[src/hdl/mqtm_pkg.sv]
// shared types and constants for the multi-queue ticket manager
// no dependencies; imported by every module of the block
package mqtm_pkg;

    localparam int NUM_QUEUES_DEF  = 64;
    localparam int QUEUE_DEPTH_DEF = 256;
    localparam int SCAN_CHUNK      = 8;
    localparam int TICKET_W        = 31;

    localparam logic [15:0] SLOT_OFFSET  = 16'h1221;
    localparam logic [15:0] NONCE_OFFSET = 16'h0502;
    localparam logic [15:0] NONCE_MAX    = 16'hffff;

    typedef enum logic [1:0] {
        CMD_CREATE  = 2'd0,
        CMD_DELETE  = 2'd1,
        CMD_ENQUEUE = 2'd2,
        CMD_DEQUEUE = 2'd3
    } cmd_t;

    typedef enum logic [2:0] {
        ST_OK        = 3'd0,
        ST_BAD       = 3'd1,
        ST_EXHAUSTED = 3'd2,
        ST_NOFREE    = 3'd3,
        ST_FULL      = 3'd4,
        ST_EMPTY     = 3'd5
    } status_t;

    typedef struct packed {
        cmd_t               cmd;
        logic [31:0]        ticket;
        logic signed [31:0] value;
    } in_req_t;

    typedef struct packed {
        status_t                status;
        logic [TICKET_W-1:0]    new_ticket;
        logic signed [31:0]     out_value;
    } result_t;

    typedef struct packed {
        logic rd;
        logic wr;
    } mem_ctl_t;

    typedef enum logic [2:0] {
        SQ_IDLE,
        SQ_DECODE,
        SQ_SCAN,
        SQ_CREATE,
        SQ_META,
        SQ_ENQ,
        SQ_DEQ_WAIT,
        SQ_FIN
    } seq_state_t;

endpackage

[src/hdl/mqtm_ram.sv]
// single-port ram with registered read data
// depends on mqtm_pkg for the access control struct
module mqtm_ram #(
    parameter int DEPTH = 64,
    parameter int AW    = 6,
    parameter int DW    = 32
) (
    input  logic              aclk,
    input  mqtm_pkg::mem_ctl_t ctl,
    input  logic [AW-1:0]     addr,
    input  logic [DW-1:0]     wdata,
    output logic [DW-1:0]     rdata
);
    import mqtm_pkg::*;

    logic [DW-1:0] mem [DEPTH];
    logic [DW-1:0] rdata_reg;

    always_ff @(posedge aclk) begin
        if (ctl.wr) begin
            mem[addr] <= wdata;
        end
        if (ctl.rd) begin
            rdata_reg <= mem[addr];
        end
    end

    assign rdata = rdata_reg;

endmodule

[config.mk]
export PLATFORM = sky130hd
export DESIGN_NAME = mqtm_ram
export DESIGN_NICKNAME = d
export VERILOG_FILES = /design/src/hdl/mqtm_pkg.sv /design/src/hdl/mqtm_ram.sv
export SDC_FILE = /design/constraint.sdc
export NUM_CORES = 2
export LEC_CHECK = 0
export BUFFER_PORTS_ARGS = -buffer_cell sky130_fd_sc_hd__buf_2
export CORE_UTILIZATION = 45
export DETAILED_ROUTE_END_ITERATION = 12
export HOLD_SLACK_MARGIN = 0.03
export MAX_ROUTING_LAYER = met4
export PLACE_DENSITY_LB_ADDON = 0.3
export SLEW_MARGIN = 15
export SYNTH_ARGS = -nofsm -noshare
export SYNTH_HDL_FRONTEND = slang
export SYNTH_SLANG_ARGS = --single-unit
[constraint.sdc]
create_clock -name aclk -period 4.8 [get_ports aclk]
set_input_delay 0.24 -clock aclk [delete_from_list [all_inputs] [get_ports aclk]]
set_output_delay 0.24 -clock aclk [all_outputs]
set_load 0.02 [all_outputs]
-- Word level (Yosys, flattened, before mapping)
Memories as Yosys holds them, arrays and structs flattened. A register that Yosys moved wholly into a read port is not among the register bits.
Index checks and enable logic that the tools add are counted.
- memory bits (read-only): 0
- memory bits (writable): 2048
- output and inout bits: 32
- register bits after elaboration: 0
- bits of input ports: 41
- logic and storage cells: 3
- memories kept: 1
- latch bits: 0
- memory list (name ; depth ; bits a word ; read ports ; clocked after memory_dff ; wr ports ; line ; text):
    mem ; 64 ; 32 ; 1 ; 1 ; 1 ; mqtm_ram.sv:16 ; logic [DW-1:0] mem [DEPTH];
- reductions and logical operators: 0
- shifts and indexed selects: 0
- bitwise logic cells: 0
- mux-type cells: 2
- multiply operators: 0
- $add $sub $neg: 0
- eq/ne operators: 0
- div/mod/pow operators: 0
- magnitude comparators: 0
- operator list (cell ; count):
    $mux 1 ; 2

-- Depth between registers and ports, before layout
- depth after elaboration: 2
- gate-level depth with buffers: 13
- depth with buffers taken out: 6

-- Worst setup path before layout
No wires, ideal clock.
- path kind: input to register
- start point: input port addr[2]
- end point: memory mem[15][0] (enable)
- path buffers: 6
- cell stages on the path: 8
- path slack: 1321 ps
- data required time: 4379 ps
- library setup time: 421 ps
- data arrival time: 3058 ps
- cell sequence: buf_2 buf_2 buf_2 buf_2 buf_2 buf_2 nand3_1 nor2_1
- RTL lines (item ; line ; text):
    start, declared ; mqtm_ram.sv:10 ; input logic [AW-1:0] addr,
    end, declared ; mqtm_ram.sv:16 ;
No word-level cell before the write port.

==> flow_summary.ini <==
[route]
drc_errors = 0
num_vias = 43220
routed_via_density = 6.256
drt_first_pass_iters = 7
drt-wirelength-per-cell_microns = 30.92
drt.antenna.violating_nets = 0
first_iter_violations = 6002
finalWirelength_microns = 213600

[final_layout]
nets = 4462
area_growth_pct = 13.52
largest_register_ffs = 2048
final_cell_count_no_fill = 6908
area.sequential_sq_um = 62460
drive_gt1_frac = 0.1907
multi_input_area_sq_um = 16040
nFillCells = 13760

[logic_synthesis]
synth_area_sq_um = 79250
avgSynthCellArea_sq_um = 18.70
async_flop_share = 0
synth.ff_latch_count = 2080
synth_top_area_frac = 0.7882
synthTopCellsByCount = 2,080 x edfxtp_1, 259 x mux2i_1, 188 x a22oi_1
ys_seq_area_frac = 0.7882
synth_edf_count = 2080
yosysTopAreaCell = edfxtp_1
yosys.cell_count.top_type = edfxtp_1
synth_cell_types = 55
synthCells = 4239
synthesis.nets = 4280
synth_warnings = 0
synth_flop_cell = edfxtp_1
yosys-top-cells-area = edfxtp_1 79%, mux2i_1 3.3%, mux4_2 2.7%, mux2_2 2.1%, a221oi_1 1.9%

[worst_setup_path]
slowest_stage = a2111oi_0
reg2reg_from = mem[29][23]
crit_cells = 10
crit_type = input port to flip-flop
reg2regPathDepth = 5
cp-startpoint = addr[2]
worstSetupEndpoint = rdata[8]
worstPathMaxFanout = 56
cp-end-kind = flip-flop
cpLargestDelayFamily = compound AO/OA/AOI/OAI gates
r2r_end = rdata[23]
worstPathCellList = buf_8 -> buf_12 -> nor2_4 -> buf_4 -> a22o_1 -> o21ai_0 -> nand3_1 -> a2111oi_0 -> buf_4 -> nand3_1
worstSetupStartpointType = input port
reg2reg_slack_ns = 2.04
crit_buf_inv = 4
cp.arrival_ns = 3.66
crit_required_ns = 5.36
cp_slowest_stage_delay_ns = 0.98

[grt]
grt_start_max_net_pins = 96
overflow = 0
antenna_found_initial = 5
grt_usage = 0.2444
grt_pass1_vias = 42140
grt_pass1_wl_microns = 306000

[pwr]
power.switching_mw = 8.081
p_leak_nw = 28.76
power_frac_clock = 0.404
combPwrFrac = 0.053
switching_share = 0.2169
peakVddDrop_uv = 413.0
p_int_mw = 29.17
power_density_nw_per_um2 = 414.1
p_seq_frac = 0.543

[sta]
worst_slack_ns = 1.693
hold_slack_ns = 0.08233
min_period_over_period = 0.6472
final-setup-viol-count = 0
rsz0062_at_grt = no
slew_violations = 0
finalClockSkew_ns = 0.02724
setup_tns_ns = 0
hold_violations = 0
max_freq_ghz = 0.3219
slew_headroom = 0.1996
worstMarginPinSlew_ns = 1.201
min_period_ns = 3.107

[placement]
dp_hpwl_microns = 120500
placedCellCount = 6542
port_buffers = 72
place_congestion = 0.8577
dp_slack_ns = 0.8227

[clocking]
postCtsSetupBuffers = 0
cts_tree = done
clockBufferDepth = 3
clkLatencyLatePin_ns = 0.83
clock_sinks = 2080
clkSlewWorstSetupHoldPaths_ns = 0.06
cts-root-buf = clkbuf_16
cts_buffers = 199
htree_levels = 4

[hold_path]
hold_class = input port to flip-flop

[floorplan]
die_h_microns = 421.7
row_count = 153
core_sq_um = 174400
die_w_microns = 421.7
initial_utilization = 0.4544
ios = 73
die_area_sq_um = 177800

[run_status]
status = completed

[flow_run]
maxCapViolCount = 0
-- worst min path at each step --
stage           startpoint           to  slack, ns  depth (start not counted)
2_1_floorplan     wdata[0]    mem[0][0]       0.34                          0
3_3_place_gp   mem[32][25]    rdata[25]       0.67                          3
3_5_place_dp   mem[32][25]    rdata[25]       0.68                          3
4_1_cts          wdata[26]  mem[26][26]       0.05                          2
5_1_grt          wdata[26]  mem[26][26]       0.09                          2
6_report         wdata[26]  mem[26][26]       0.08                          2
-- power by group through the flow --
| stage | Sequential (mW) | Combinational [mW] | Clock [mW] |
|---|---|---|---|
| finish | 20.2 | 1.96 | 15.1 |
| floorplan | 20.6 | 0.962 | 0 |
| CTS | 20.2 | 1.96 | 15.2 |
| global placement | 20.6 | 1.92 | 0 |
| global route | 20.2 | 2.06 | 15.9 |
| detailed placement | 20.6 | 1.95 | 0 |
-- layout make-up --
type                            count  area share
Inverter                            2   0.0001669
Antenna cell                        5   0.0001391
Clock buffer                      239     0.05726
Tap cell                         2325     0.03234
Sequential cell                  2080      0.6943
Clock inverter                    119     0.01111
Timing Repair Buffer              279     0.02640
Multi-Input combinational cell   1859      0.1783
-- worst reg2reg max path: stages, from the launching register on --
cell	delay, ns
edfxtp_1	0.36
mux4_2	0.47
mux2i_1	0.35
nor2_1	0.20
or4b_1	0.61
or4_1	0.54
-- layout by cell type, fill, tap and decap left out, drive strengths merged, types with 16 or more instances in the layout --
cell / count
a211oi: 17
a21oi: 121
a221oi: 175
a222oi: 16
a22o: 66
a22oi: 188
a31oi: 43
and3: 85
buf: 277
clkbuf: 239
clkinv: 94
edfxtp: 2080
mux2: 147
mux2i: 259
mux4: 96
nand2: 28
nand2b: 18
nand3: 54
nor2: 145
nor3: 22
o21ai: 85
o22a: 70
o22ai: 93
-- kinds of logic after synthesis --
family / Yosys count / share of synthesized area
simple gates: 424 / 0.02795
compound gates: 933 / 0.08627
mux: 502 / 0.08088
buf+inv: 300 / 0.01675
flops: 2080 / 0.7882
-- through the flow --
step	utilization	total power, mW	instance area (sq um)
detailed placement	0.4803	22.57	83760
global route	0.5158	38.19	89960
finish	0.5159	37.25	89970
CTS	0.5156	37.39	89920
floorplan	-	21.57	79250
global placement	0.4803	22.54	83760
-- routing by layer --
metal / global-route usage / vias up / part of all wire
met5: - / - / 0
met4: 0.08448 / 0 / 0.036
met3: 0.03852 / 367 / 0.091
met2: 0.3746 / 2279 / 0.47
met1: 0.3340 / 22520 / 0.40
li1: - / 18050 / -
-- timing repair --
action,4_1_cts,5_1_grt
hold buffers,1,1
resized for setup,0,0
endpoints found under the hold margin,16,14
Note: power is estimated with default switching activity, not from simulation.
