## config.mk

```make
export PLATFORM = sky130hd
export DESIGN_NAME = mqtm_seq
export DESIGN_NICKNAME = d
export VERILOG_FILES = /design/src/hdl/mqtm_pkg.sv /design/src/hdl/mqtm_seq.sv
export SDC_FILE = /design/constraint.sdc
export NUM_CORES = 1
export LEC_CHECK = 0
export ABC_AREA = 1
export BUFFER_PORTS_ARGS = -buffer_cell sky130_fd_sc_hd__buf_2
export CORE_ASPECT_RATIO = 2
export CORE_MARGIN = 4
export CORE_UTILIZATION = 40
export DETAILED_ROUTE_END_ITERATION = 12
export PLACE_DENSITY = 0.74
export SETUP_SLACK_MARGIN = 0.2
export SYNTH_ARGS = -nofsm -noshare
export SYNTH_HDL_FRONTEND = slang
export SYNTH_SLANG_ARGS = --single-unit
```

## constraint.sdc

```tcl
create_clock -name aclk -period 4.4 [get_ports aclk]
set_input_delay 0.44 -clock aclk [delete_from_list [all_inputs] [get_ports aclk]]
set_output_delay 0.44 -clock aclk [all_outputs]
set_load 0.02 [all_outputs]
```

## src/hdl/mqtm_pkg.sv

```systemverilog
// shared types and constants for the multi-queue ticket manager
// no dependencies; imported by every module of the block
package mqtm_pkg;

    localparam int NUM_QUEUES_DEF  = 64;
    localparam int QUEUE_DEPTH_DEF = 256;
    localparam int SCAN_CHUNK      = 8;
    localparam int TICKET_W        = 31;

    localparam logic [15:0] SLOT_OFFSET  = 16'h1221;
    localparam logic [15:0] NONCE_OFFSET = 16'h0502;
    localparam logic [15:0] NONCE_MAX    = 16'hffff;

    typedef enum logic [1:0] {
        CMD_CREATE  = 2'd0,
        CMD_DELETE  = 2'd1,
        CMD_ENQUEUE = 2'd2,
        CMD_DEQUEUE = 2'd3
    } cmd_t;

    typedef enum logic [2:0] {
        ST_OK        = 3'd0,
        ST_BAD       = 3'd1,
        ST_EXHAUSTED = 3'd2,
        ST_NOFREE    = 3'd3,
        ST_FULL      = 3'd4,
        ST_EMPTY     = 3'd5
    } status_t;

    typedef struct packed {
        cmd_t               cmd;
        logic [31:0]        ticket;
        logic signed [31:0] value;
    } in_req_t;

    typedef struct packed {
        status_t                status;
        logic [TICKET_W-1:0]    new_ticket;
        logic signed [31:0]     out_value;
    } result_t;

    typedef struct packed {
        logic rd;
        logic wr;
    } mem_ctl_t;

    typedef enum logic [2:0] {
        SQ_IDLE,
        SQ_DECODE,
        SQ_SCAN,
        SQ_CREATE,
        SQ_META,
        SQ_ENQ,
        SQ_DEQ_WAIT,
        SQ_FIN
    } seq_state_t;

endpackage

```

## src/hdl/mqtm_seq.sv

```systemverilog
// command sequencer: ticket check, free slot scan, nonce counter, queue updates
// depends on mqtm_pkg; drives the slot table and element rams
module mqtm_seq #(
    parameter int NUM_QUEUES  = mqtm_pkg::NUM_QUEUES_DEF,
    parameter int QUEUE_DEPTH = mqtm_pkg::QUEUE_DEPTH_DEF,
    parameter int SW = (NUM_QUEUES > 1) ? $clog2(NUM_QUEUES) : 1,
    parameter int HW = $clog2(QUEUE_DEPTH),
    parameter int CW = $clog2(QUEUE_DEPTH + 1),
    parameter int MW = mqtm_pkg::TICKET_W + HW + CW,
    parameter int AW = $clog2(NUM_QUEUES * QUEUE_DEPTH)
) (
    input  logic                aclk,
    input  logic                aresetn,
    input  logic                req_valid,
    output logic                req_ready,
    input  mqtm_pkg::in_req_t   req,
    output logic                res_valid,
    input  logic                res_take,
    output mqtm_pkg::result_t   res,
    output mqtm_pkg::mem_ctl_t  meta_ctl,
    output logic [SW-1:0]       meta_addr,
    output logic [MW-1:0]       meta_wdata,
    input  logic [MW-1:0]       meta_rdata,
    output mqtm_pkg::mem_ctl_t  elem_ctl,
    output logic [AW-1:0]       elem_addr,
    output logic [31:0]         elem_wdata,
    input  logic [31:0]         elem_rdata
);
    import mqtm_pkg::*;

    localparam int NCH  = (NUM_QUEUES + SCAN_CHUNK - 1) / SCAN_CHUNK;
    localparam int CHW  = (NCH > 1) ? $clog2(NCH) : 1;
    localparam int PADW = NCH * SCAN_CHUNK;

    seq_state_t            state_reg, state_next;
    in_req_t               req_reg, req_next;
    logic [SW-1:0]         slot_reg, slot_next;
    logic [CHW-1:0]        chunk_reg, chunk_next;
    logic [AW-1:0]         base_reg, base_next;
    logic [HW-1:0]         pos_reg, pos_next;
    logic [NUM_QUEUES-1:0] in_use_reg, in_use_next;
    logic [15:0]           nonce_reg, nonce_next;
    result_t               res_reg, res_next;

    logic [PADW-1:0]       in_use_pad;
    logic [SCAN_CHUNK-1:0] chunk_bits;
    logic [2:0]            free_pos;
    logic                  free_found;
    logic [15:0]           lk_slot16;
    logic [SW-1:0]         lk_slot;
    logic                  lk_ok;
    logic [TICKET_W-1:0]   rd_ticket;
    logic [HW-1:0]         rd_head;
    logic [CW-1:0]         rd_count;
    logic                  tk_ok;
    logic [HW:0]           tail_sum;
    logic [HW:0]           head_inc;
    logic [HW-1:0]         head_wrap;
    logic [16:0]           nonce_sum;
    logic [15:0]           slot_hi;
    logic [TICKET_W-1:0]   create_ticket;

    // slots past the end read as taken
    always_comb begin
        in_use_pad = '1;
        in_use_pad[NUM_QUEUES-1:0] = in_use_reg;
    end

    assign chunk_bits = in_use_pad[chunk_reg*SCAN_CHUNK +: SCAN_CHUNK];

    always_comb begin
        free_pos   = '0;
        free_found = 1'b0;
        for (int i = SCAN_CHUNK - 1; i >= 0; i--) begin
            if (!chunk_bits[i]) begin
                free_pos   = 3'(i);
                free_found = 1'b1;
            end
        end
    end

    assign lk_slot16 = req_reg.ticket[31:16] - SLOT_OFFSET;
    assign lk_slot   = lk_slot16[SW-1:0];
    assign lk_ok     = (lk_slot16 < 16'(NUM_QUEUES)) && in_use_reg[lk_slot];

    assign rd_ticket = meta_rdata[MW-1 -: TICKET_W];
    assign rd_head   = meta_rdata[CW +: HW];
    assign rd_count  = meta_rdata[CW-1:0];
    assign tk_ok     = ({1'b0, rd_ticket} == req_reg.ticket);

    assign tail_sum  = (HW+1)'(rd_head) + (HW+1)'(rd_count);
    assign head_inc  = (HW+1)'(rd_head) + (HW+1)'(1);
    assign head_wrap = (head_inc == (HW+1)'(QUEUE_DEPTH)) ? '0 : head_inc[HW-1:0];

    assign nonce_sum     = {1'b0, nonce_reg} + {1'b0, NONCE_OFFSET};
    assign slot_hi       = 16'(slot_reg) + SLOT_OFFSET;
    assign create_ticket = {slot_hi[14:0], nonce_sum[15:0]};

    always_ff @(posedge aclk) begin
        if (!aresetn) begin
            state_reg  <= SQ_IDLE;
            in_use_reg <= '0;
            nonce_reg  <= 16'd1;
        end else begin
            state_reg  <= state_next;
            in_use_reg <= in_use_next;
            nonce_reg  <= nonce_next;
        end
    end

    always_ff @(posedge aclk) begin
        req_reg   <= req_next;
        slot_reg  <= slot_next;
        chunk_reg <= chunk_next;
        base_reg  <= base_next;
        pos_reg   <= pos_next;
        res_reg   <= res_next;
    end

    always_comb begin
        state_next  = state_reg;
        req_next    = req_reg;
        slot_next   = slot_reg;
        chunk_next  = chunk_reg;
        base_next   = base_reg;
        pos_next    = pos_reg;
        in_use_next = in_use_reg;
        nonce_next  = nonce_reg;
        res_next    = res_reg;
        req_ready   = 1'b0;
        res_valid   = 1'b0;
        meta_ctl    = '0;
        meta_addr   = slot_reg;
        meta_wdata  = {rd_ticket, rd_head, rd_count};
        elem_ctl    = '0;
        elem_addr   = base_reg + AW'(pos_reg);
        elem_wdata  = req_reg.value;

        case (state_reg)
            SQ_IDLE: begin
                req_ready = 1'b1;
                if (req_valid) begin
                    req_next   = req;
                    chunk_next = '0;
                    res_next   = '{status: ST_OK, new_ticket: '0, out_value: '0};
                    state_next = SQ_DECODE;
                end
            end
            SQ_DECODE: begin
                if (req_reg.cmd == CMD_CREATE) begin
                    state_next = SQ_SCAN;
                end else if (!lk_ok) begin
                    res_next.status = ST_BAD;
                    state_next      = SQ_FIN;
                end else begin
                    meta_ctl.rd = 1'b1;
                    meta_addr   = lk_slot;
                    slot_next   = lk_slot;
                    base_next   = AW'(lk_slot) * AW'(QUEUE_DEPTH);
                    state_next  = SQ_META;
                end
            end
            SQ_SCAN: begin
                if (free_found) begin
                    slot_next  = SW'({chunk_reg, free_pos});
                    state_next = SQ_CREATE;
                end else if (chunk_reg == CHW'(NCH - 1)) begin
                    res_next.status = ST_NOFREE;
                    state_next      = SQ_FIN;
                end else begin
                    chunk_next = chunk_reg + CHW'(1);
                end
            end
            SQ_CREATE: begin
                if (nonce_reg != NONCE_MAX) begin
                    nonce_next = nonce_reg + 16'd1;
                end
                if (nonce_sum[16]) begin
                    res_next.status = ST_EXHAUSTED;
                end else begin
                    meta_ctl.wr           = 1'b1;
                    meta_wdata            = {create_ticket, {HW{1'b0}}, {CW{1'b0}}};
                    in_use_next[slot_reg] = 1'b1;
                    res_next.new_ticket   = create_ticket;
                end
                state_next = SQ_FIN;
            end
            SQ_META: begin
                state_next = SQ_FIN;
                if (!tk_ok) begin
                    res_next.status = ST_BAD;
                end else begin
                    case (req_reg.cmd)
                        CMD_DELETE: begin
                            in_use_next[slot_reg] = 1'b0;
                        end
                        CMD_ENQUEUE: begin
                            if (rd_count == CW'(QUEUE_DEPTH)) begin
                                res_next.status = ST_FULL;
                            end else begin
                                pos_next = (tail_sum >= (HW+1)'(QUEUE_DEPTH))
                                         ? HW'(tail_sum - (HW+1)'(QUEUE_DEPTH))
                                         : tail_sum[HW-1:0];
                                meta_ctl.wr = 1'b1;
                                meta_wdata  = {rd_ticket, rd_head, rd_count + CW'(1)};
                                state_next  = SQ_ENQ;
                            end
                        end
                        CMD_DEQUEUE: begin
                            if (rd_count == '0) begin
                                res_next.status = ST_EMPTY;
                            end else begin
                                elem_ctl.rd = 1'b1;
                                elem_addr   = base_reg + AW'(rd_head);
                                meta_ctl.wr = 1'b1;
                                meta_wdata  = {rd_ticket, head_wrap, rd_count - CW'(1)};
                                state_next  = SQ_DEQ_WAIT;
                            end
                        end
                        default: begin
                            res_next.status = ST_BAD;
                        end
                    endcase
                end
            end
            SQ_ENQ: begin
                elem_ctl.wr = 1'b1;
                state_next  = SQ_FIN;
            end
            SQ_DEQ_WAIT: begin
                res_next.out_value = elem_rdata;
                state_next         = SQ_FIN;
            end
            SQ_FIN: begin
                res_valid = 1'b1;
                if (res_take) begin
                    state_next = SQ_IDLE;
                end
            end
            default: begin
                state_next = SQ_IDLE;
            end
        endcase
    end

    assign res = res_reg;

endmodule

```

Word-level counts from Yosys, hierarchy flattened

Cells that the tools add are included.

Add/sub/neg operators: 12
Magnitude comparators: 5
Equal/unequal tests: 31
Shifts and indexed selects: 1
Muxes and demuxes: 85
Bitwise gates (word level): 5
Reductions and logical operators: 23

Operators with widths:

| kind                                            | count |
|---|---|
| two-way mux 64 bit                              | 3 |
| one-hot mux 64 bit (2 select lines)             | 1 |
| one-hot mux 48 bit (2 select lines)             | 1 |
| two-way mux 3 bit                               | 24 |
| two-way mux 66 bit                              | 1 |
| bitwise AND 64 bit                              | 1 |
| NOT 64 bit                                      | 1 |
| OR 64 bit                                       | 1 |
| one-hot mux 32 bit (2 select lines)             | 1 |
| indexed part select 64 x 7 -> 8 bit             | 1 |
| one-hot mux 31 bit (2 select lines)             | 1 |
| two-way mux 14 bit                              | 4 |
| two-way mux 48 bit                              | 1 |
| two-way mux 17 bit                              | 2 |
| one-hot mux 17 bit (2 select lines)             | 1 |
| == test 31 x 32 -> 1 bit                        | 1 |
| two-way mux 31 bit                              | 1 |
| adder 14 x 8 -> 14 bit                          | 2 |
| two-way mux 1 bit                               | 24 |
| two-way mux 6 bit                               | 4 |
| inequality test 2 bit (second input constant)   | 11 |
| == test 9 bit (second input constant)           | 2 |
| one-hot mux 3 bit (6 select lines)              | 1 |
| adder 16 x 11 -> 17 bit (second input constant) | 1 |
| 45 further kinds                                | 71 |

Register bits after elaboration: 238
Output and inout port bits: 172

Longest topological paths before layout

Word-level depth: 11
Mapped depth: 20
Mapped depth without buffers: 18

Worst setup path after synthesis

OpenSTA, ideal clock, no wires.

Path type: register to register
From: register state_reg[1]
To: register req_reg, in the netlist elem_wdata[0], enable pin
Setup time: 0.491 ns
Arrival time: 3.812 ns
Required time: 3.909 ns
Setup slack: 0.097 ns
Cell stages (with the launch flop): 6
Buffers on the path: 0
Cell sequence: dfxtp_1 -> nor2_1 -> inv_1 -> nor2_1 -> inv_1 -> nor2_1

Word-level cells in the longest chain between the ends: 2

RTL lines:

| element                              | RTL line        | RTL |
|---|---|---|
| start, declared                      | mqtm_seq.sv:35  | `seq_state_t state_reg, state_next;` |
| start signal, assigned               | mqtm_seq.sv:105 | `state_reg <= state_next;` |
| logical NOT 3 bit                    | mqtm_seq.sv:139 | `case (state_reg)` |
| AND reduction 2 bit (no source line) | -               |  |
| end signal, assigned                 | mqtm_seq.sv:112 | `req_reg <= req_next;` |
| end, declared                        | mqtm_seq.sv:36  | `in_req_t req_reg, req_next;` |

No other way between the ends.
A chain may end at the register's enable or synchronous reset.

Worst setup path after layout

From: register req_reg[57] (netlist bit)
To: output port meta_wdata[7]

Word-level cells in the longest chain between the ends: 3

RTL lines:

| element                             | RTL line        | RTL |
|---|---|---|
| == test 31 x 32 -> 1 bit            | mqtm_seq.sv:89  | `assign tk_ok = ({1'b0, rd_ticket} == req_reg.ticket);` |
| two-way mux 17 bit                  | mqtm_seq.sv:190 | `if (!tk_ok) begin` |
| one-hot mux 48 bit (2 select lines) | mqtm_seq.sv:139 |  |
| end, declared                       | mqtm_seq.sv:22  | `output logic [MW-1:0] meta_wdata,` |

No other way between the ends.

==> results.md <==
- The beginning of the worst register-to-register path is chunk_reg[1].
- After detailed routing, the average wire length per cell comes to 20.58 µm.
- The number of unique standard cell types used by synthesis is 52.
- The post-synthesis adder-cell area fraction is 1.590%.
- The kind of start point of the critical path is a flop.
- The post-synth design cell area is 13,850 µm².
- The sum of negative setup slack is 0 ns.
- The startpoint of the most critical hold path is req[65].
- In the synthesized netlist, mux cells make up 0% of the area.
- The count of input and output buffers is 315.
- The worst setup path is of the reg2out kind.
- The cell leakage power is 6.722 nW.
- The global-route total usage across every layer is 26.35%.
- The via count of the first global-routing pass is 13,930.
- By area the synthesized netlist is led by edfxtp_1 32%, dfxtp_1 12%, nand2_1 11%, nand3_1 6.7%, nor2_1 6.7%.
- The headroom to the max-slew limit is 21.54%.
- The combined flip-flop and latch cell area is 6106 µm².
- For this run, asynchronously set or reset flops after synthesis account for 0%.
- The terminating pin of the worst hold path is req_reg[65].
- For this run the aggregate overflow at the end of global routing stands at 0.
- The slew at the pin closest to its max-slew limit is 1.174 ns.
- The via total after detailed routing is 13,920.
- Of all nets on the critical path, the largest fanout is 8.
- The die is 139.6 µm wide.
- The weighted congestion at the end of routability-driven global placement is 1.120.
- The die is 271.1 µm tall.
- The area taken by multi-input logic gates is 6402 µm².
- The total count of max-transition violations in the final report is 0.
- In this run, synthesis inferred 148 flip-flops with an integrated enable.
- The synthesized area per cell is 7.574 µm².
- The via count normalized by instance count is 5.500.
- 322 I/O pins were placed.
- The layout net count is 2,240.
- The maximum clock insertion buffer count is 3.
- The number of cell rows is 96.
- The core utilization of the finished layout is 47.43%.
- The maximum number of pins on one net before global-route repair is 89.
- The post-synthesis simple-gate area fraction is 30.80%.
- The worst hold slack is 0.08308 ns.
- The die area is 37,830 µm².
- Clock-pin slew was measured on the worst setup and hold paths at 0.07 ns.
- The first routing iteration left 1,261 violations.
- The xor/xnor cell area share of the yosys netlist is 2.702%.
- The area growth from synthesis to layout is 17.26%.
- The total power after layout is 9.205 mW.
- The ratio of final minimum period to clock period is 92.40%.
- The H-tree depth reported by CTS is 1.
- The initial antenna violation count is 3.
- The run finished with clean final reports.
- The clock root buffer is clkbuf_16.
- The clock net sink count is 231.
- Synthesis produced a netlist whose cell count is 1,828.
- The clock period minus worst slack is 4.066 ns.
- The wire length reported by the detailed router is 52.10 mm.
- The yosys synthesis warning count is 0.
- The clock tree from TritonCTS is built.
- The first TritonRoute pass finished after 8 iterations.
- For this run, the top clock speed supported by timing is 246.0 MHz.
- The core outline area is 34,230 µm².
- By area, the combinational part of the netlist is dominated by simple AND/OR/NAND/NOR gates.
- For the final database, setup skew stands at 0.008589 ns.
- The layout has 3,393 filler cells.
- The worst setup path is captured at an output pin.
- The final count of negative-setup-slack endpoints is 0.
- The first global-routing pass estimated 77.89 mm of wire.
- Data arrives at the worst endpoint at 3.63 ns.
- The area of placed instances is 15,500 µm².
- The number of buffers inserted during clock tree synthesis is 22.
- The ratio of cells with drive above 1 in the final layout is 21.47%.
- The number of failing hold endpoints at the final stage was 0.
- In the synthesized netlist the dominant register cell turns out to be edfxtp_1.
- Setup repair after global routing left no endpoint under its margin.
- The worst min-delay path class is in2reg.
- The source-to-sink clock delay at the later pin of the worst-skew pair is 0.53 ns.
- The synthesized design devotes to its leading area cell type 32.10% of total area.
- The share of the Yosys chip area taken by registers is 44.10%.
- The endpoint identified for the worst register-to-register timing path is res[65].
- For this run, design rule violations remaining after detail routing come to 0.
- In this run the power density over the cells is 567.0 nW/µm².
- Detailed placement ended at an HPWL of 40.29 mm.
- The post-synthesis sequential element count is 231.
- The maximum vdd drop is 357.3 µV.
- With fillers left out, the area of the finished cells amounts to 16,240 µm².
- The remaining number of nets flagged by the antenna check after routing is 0.
- The worst hold path depth is 1.
- The tool flagged a number of max-cap violations equal to 0.
- The initial cell density of the core is 40.45%.
- The largest area contributor in the netlist is edfxtp_1.
- Summing the areas of all compound-gate instances in the mapped netlist gives 10.71% of the synthesized area.
- The depth of the most critical reg-to-reg path is 12.
- The flop-to-flop setup slack is 1.05 ns.
- The worst path required time is 3.96 ns.
per-stage QoR:
stage | setup WS [ns] | instances
floorplan | 0.5733 | 1833
global placement | 0.6337 | 2489
detailed placement | 0.5798 | 2489
CTS | 0.2128 | 2528
global route | 0.2276 | 2531
finish | 0.3344 | 2531
cells in the final DEF, fill, tap and decap left out, types with 34 or more instances in the layout:
master    count
xor2_1       34
nand2_1     401
inv_1       171
edfxtp_1    148
nor2_1      246
a21oi_1      91
buf_2       315
o21ai_0     114
dfxtp_1      83
nand3_1     186
nand4_1      61
what timing repair did:
| item | CTS | global route |
|---|---|---|
| resized for setup | 3 | 2 |
| endpoints found under the setup margin | 3 | 5 |
| setup buffers | 0 | 0 |
| pin swaps | 0 | 0 |
| hold buffers | 0 | 0 |
| gates cloned | 1 | 0 |
Yosys cell counts (all sizes together) (3+ instances only):
cell,number
a21oi,107
buf,80
clkbuf,43
dfxtp,83
edfxtp,148
ha,16
inv,181
nand2,409
nand3,206
nand4,61
nor2,252
nor3,22
nor4,3
o2111ai,3
o211ai,9
o21a,4
o21ai,125
o22ai,6
or2,10
xnor2,6
xor2,35
layer usage:
layer	share of wire [%]	track usage (%)	routed length, µm
met1	31	24.59	16030
met2	54	50.40	27960
met3	5.9	3.148	3076
met4	9.6	20.78	5025
met5	0	0	0
worst max path at each step:
stage / cells after the start / end / startpoint
final: 13 / meta_wdata[7] / req_reg[57]
after CTS: 14 / meta_addr[2] / req_reg[49]
after global placement: 14 / meta_addr[2] / req_reg[49]
after floorplan: 5 / res[0] / state_reg[1]
after detailed placement: 14 / meta_addr[2] / req_reg[49]
after global routing: 16 / meta_addr[1] / req_reg[48]
final cells by class:
class / count / area share [%]
Antenna cell: 3 / 0.04624
Clock buffer: 25 / 3.591
Clock inverter: 13 / 0.7167
Inverter: 182 / 4.231
Multi-Input combinational cell: 1297 / 39.43
Sequential cell: 231 / 37.61
Tap cell: 441 / 3.399
Timing Repair Buffer: 338 / 10.93
Timing Repair inverter: 1 / 0.04624
kinds of logic after synthesis:
| family | count (synthesis) |
|---|---|
| buffers and inverters | 305 |
| other | 1 |
| xor gates and xnor gates | 41 |
| DFF | 231 |
| AOI/OAI and AO/OA | 266 |
| adders and majority gates | 17 |
| and+or+nand+nor | 967 |
critical path: stages, from the launching register on:
cell and delay [ns]:
edfxtp_1 0.57, inv_2 0.14, nand2_1 0.08, nand4_1 0.07, nor3_1 0.29, nand2_1 0.16, nor2_1 0.15, nand2_2 0.18
inv_1 0.19, nand2_1 0.20, nor2_1 0.37, o21ai_0 0.15, o22ai_1 0.29, buf_2 0.24
power by group:
part	switching (mW)	internal (mW)	leakage, nW
registers	0.314	2.90	2.08
clock network	0.841	1.07	0.330
logic	3.05	1.03	4.31
Note: power is estimated with default switching activity, not from simulation.
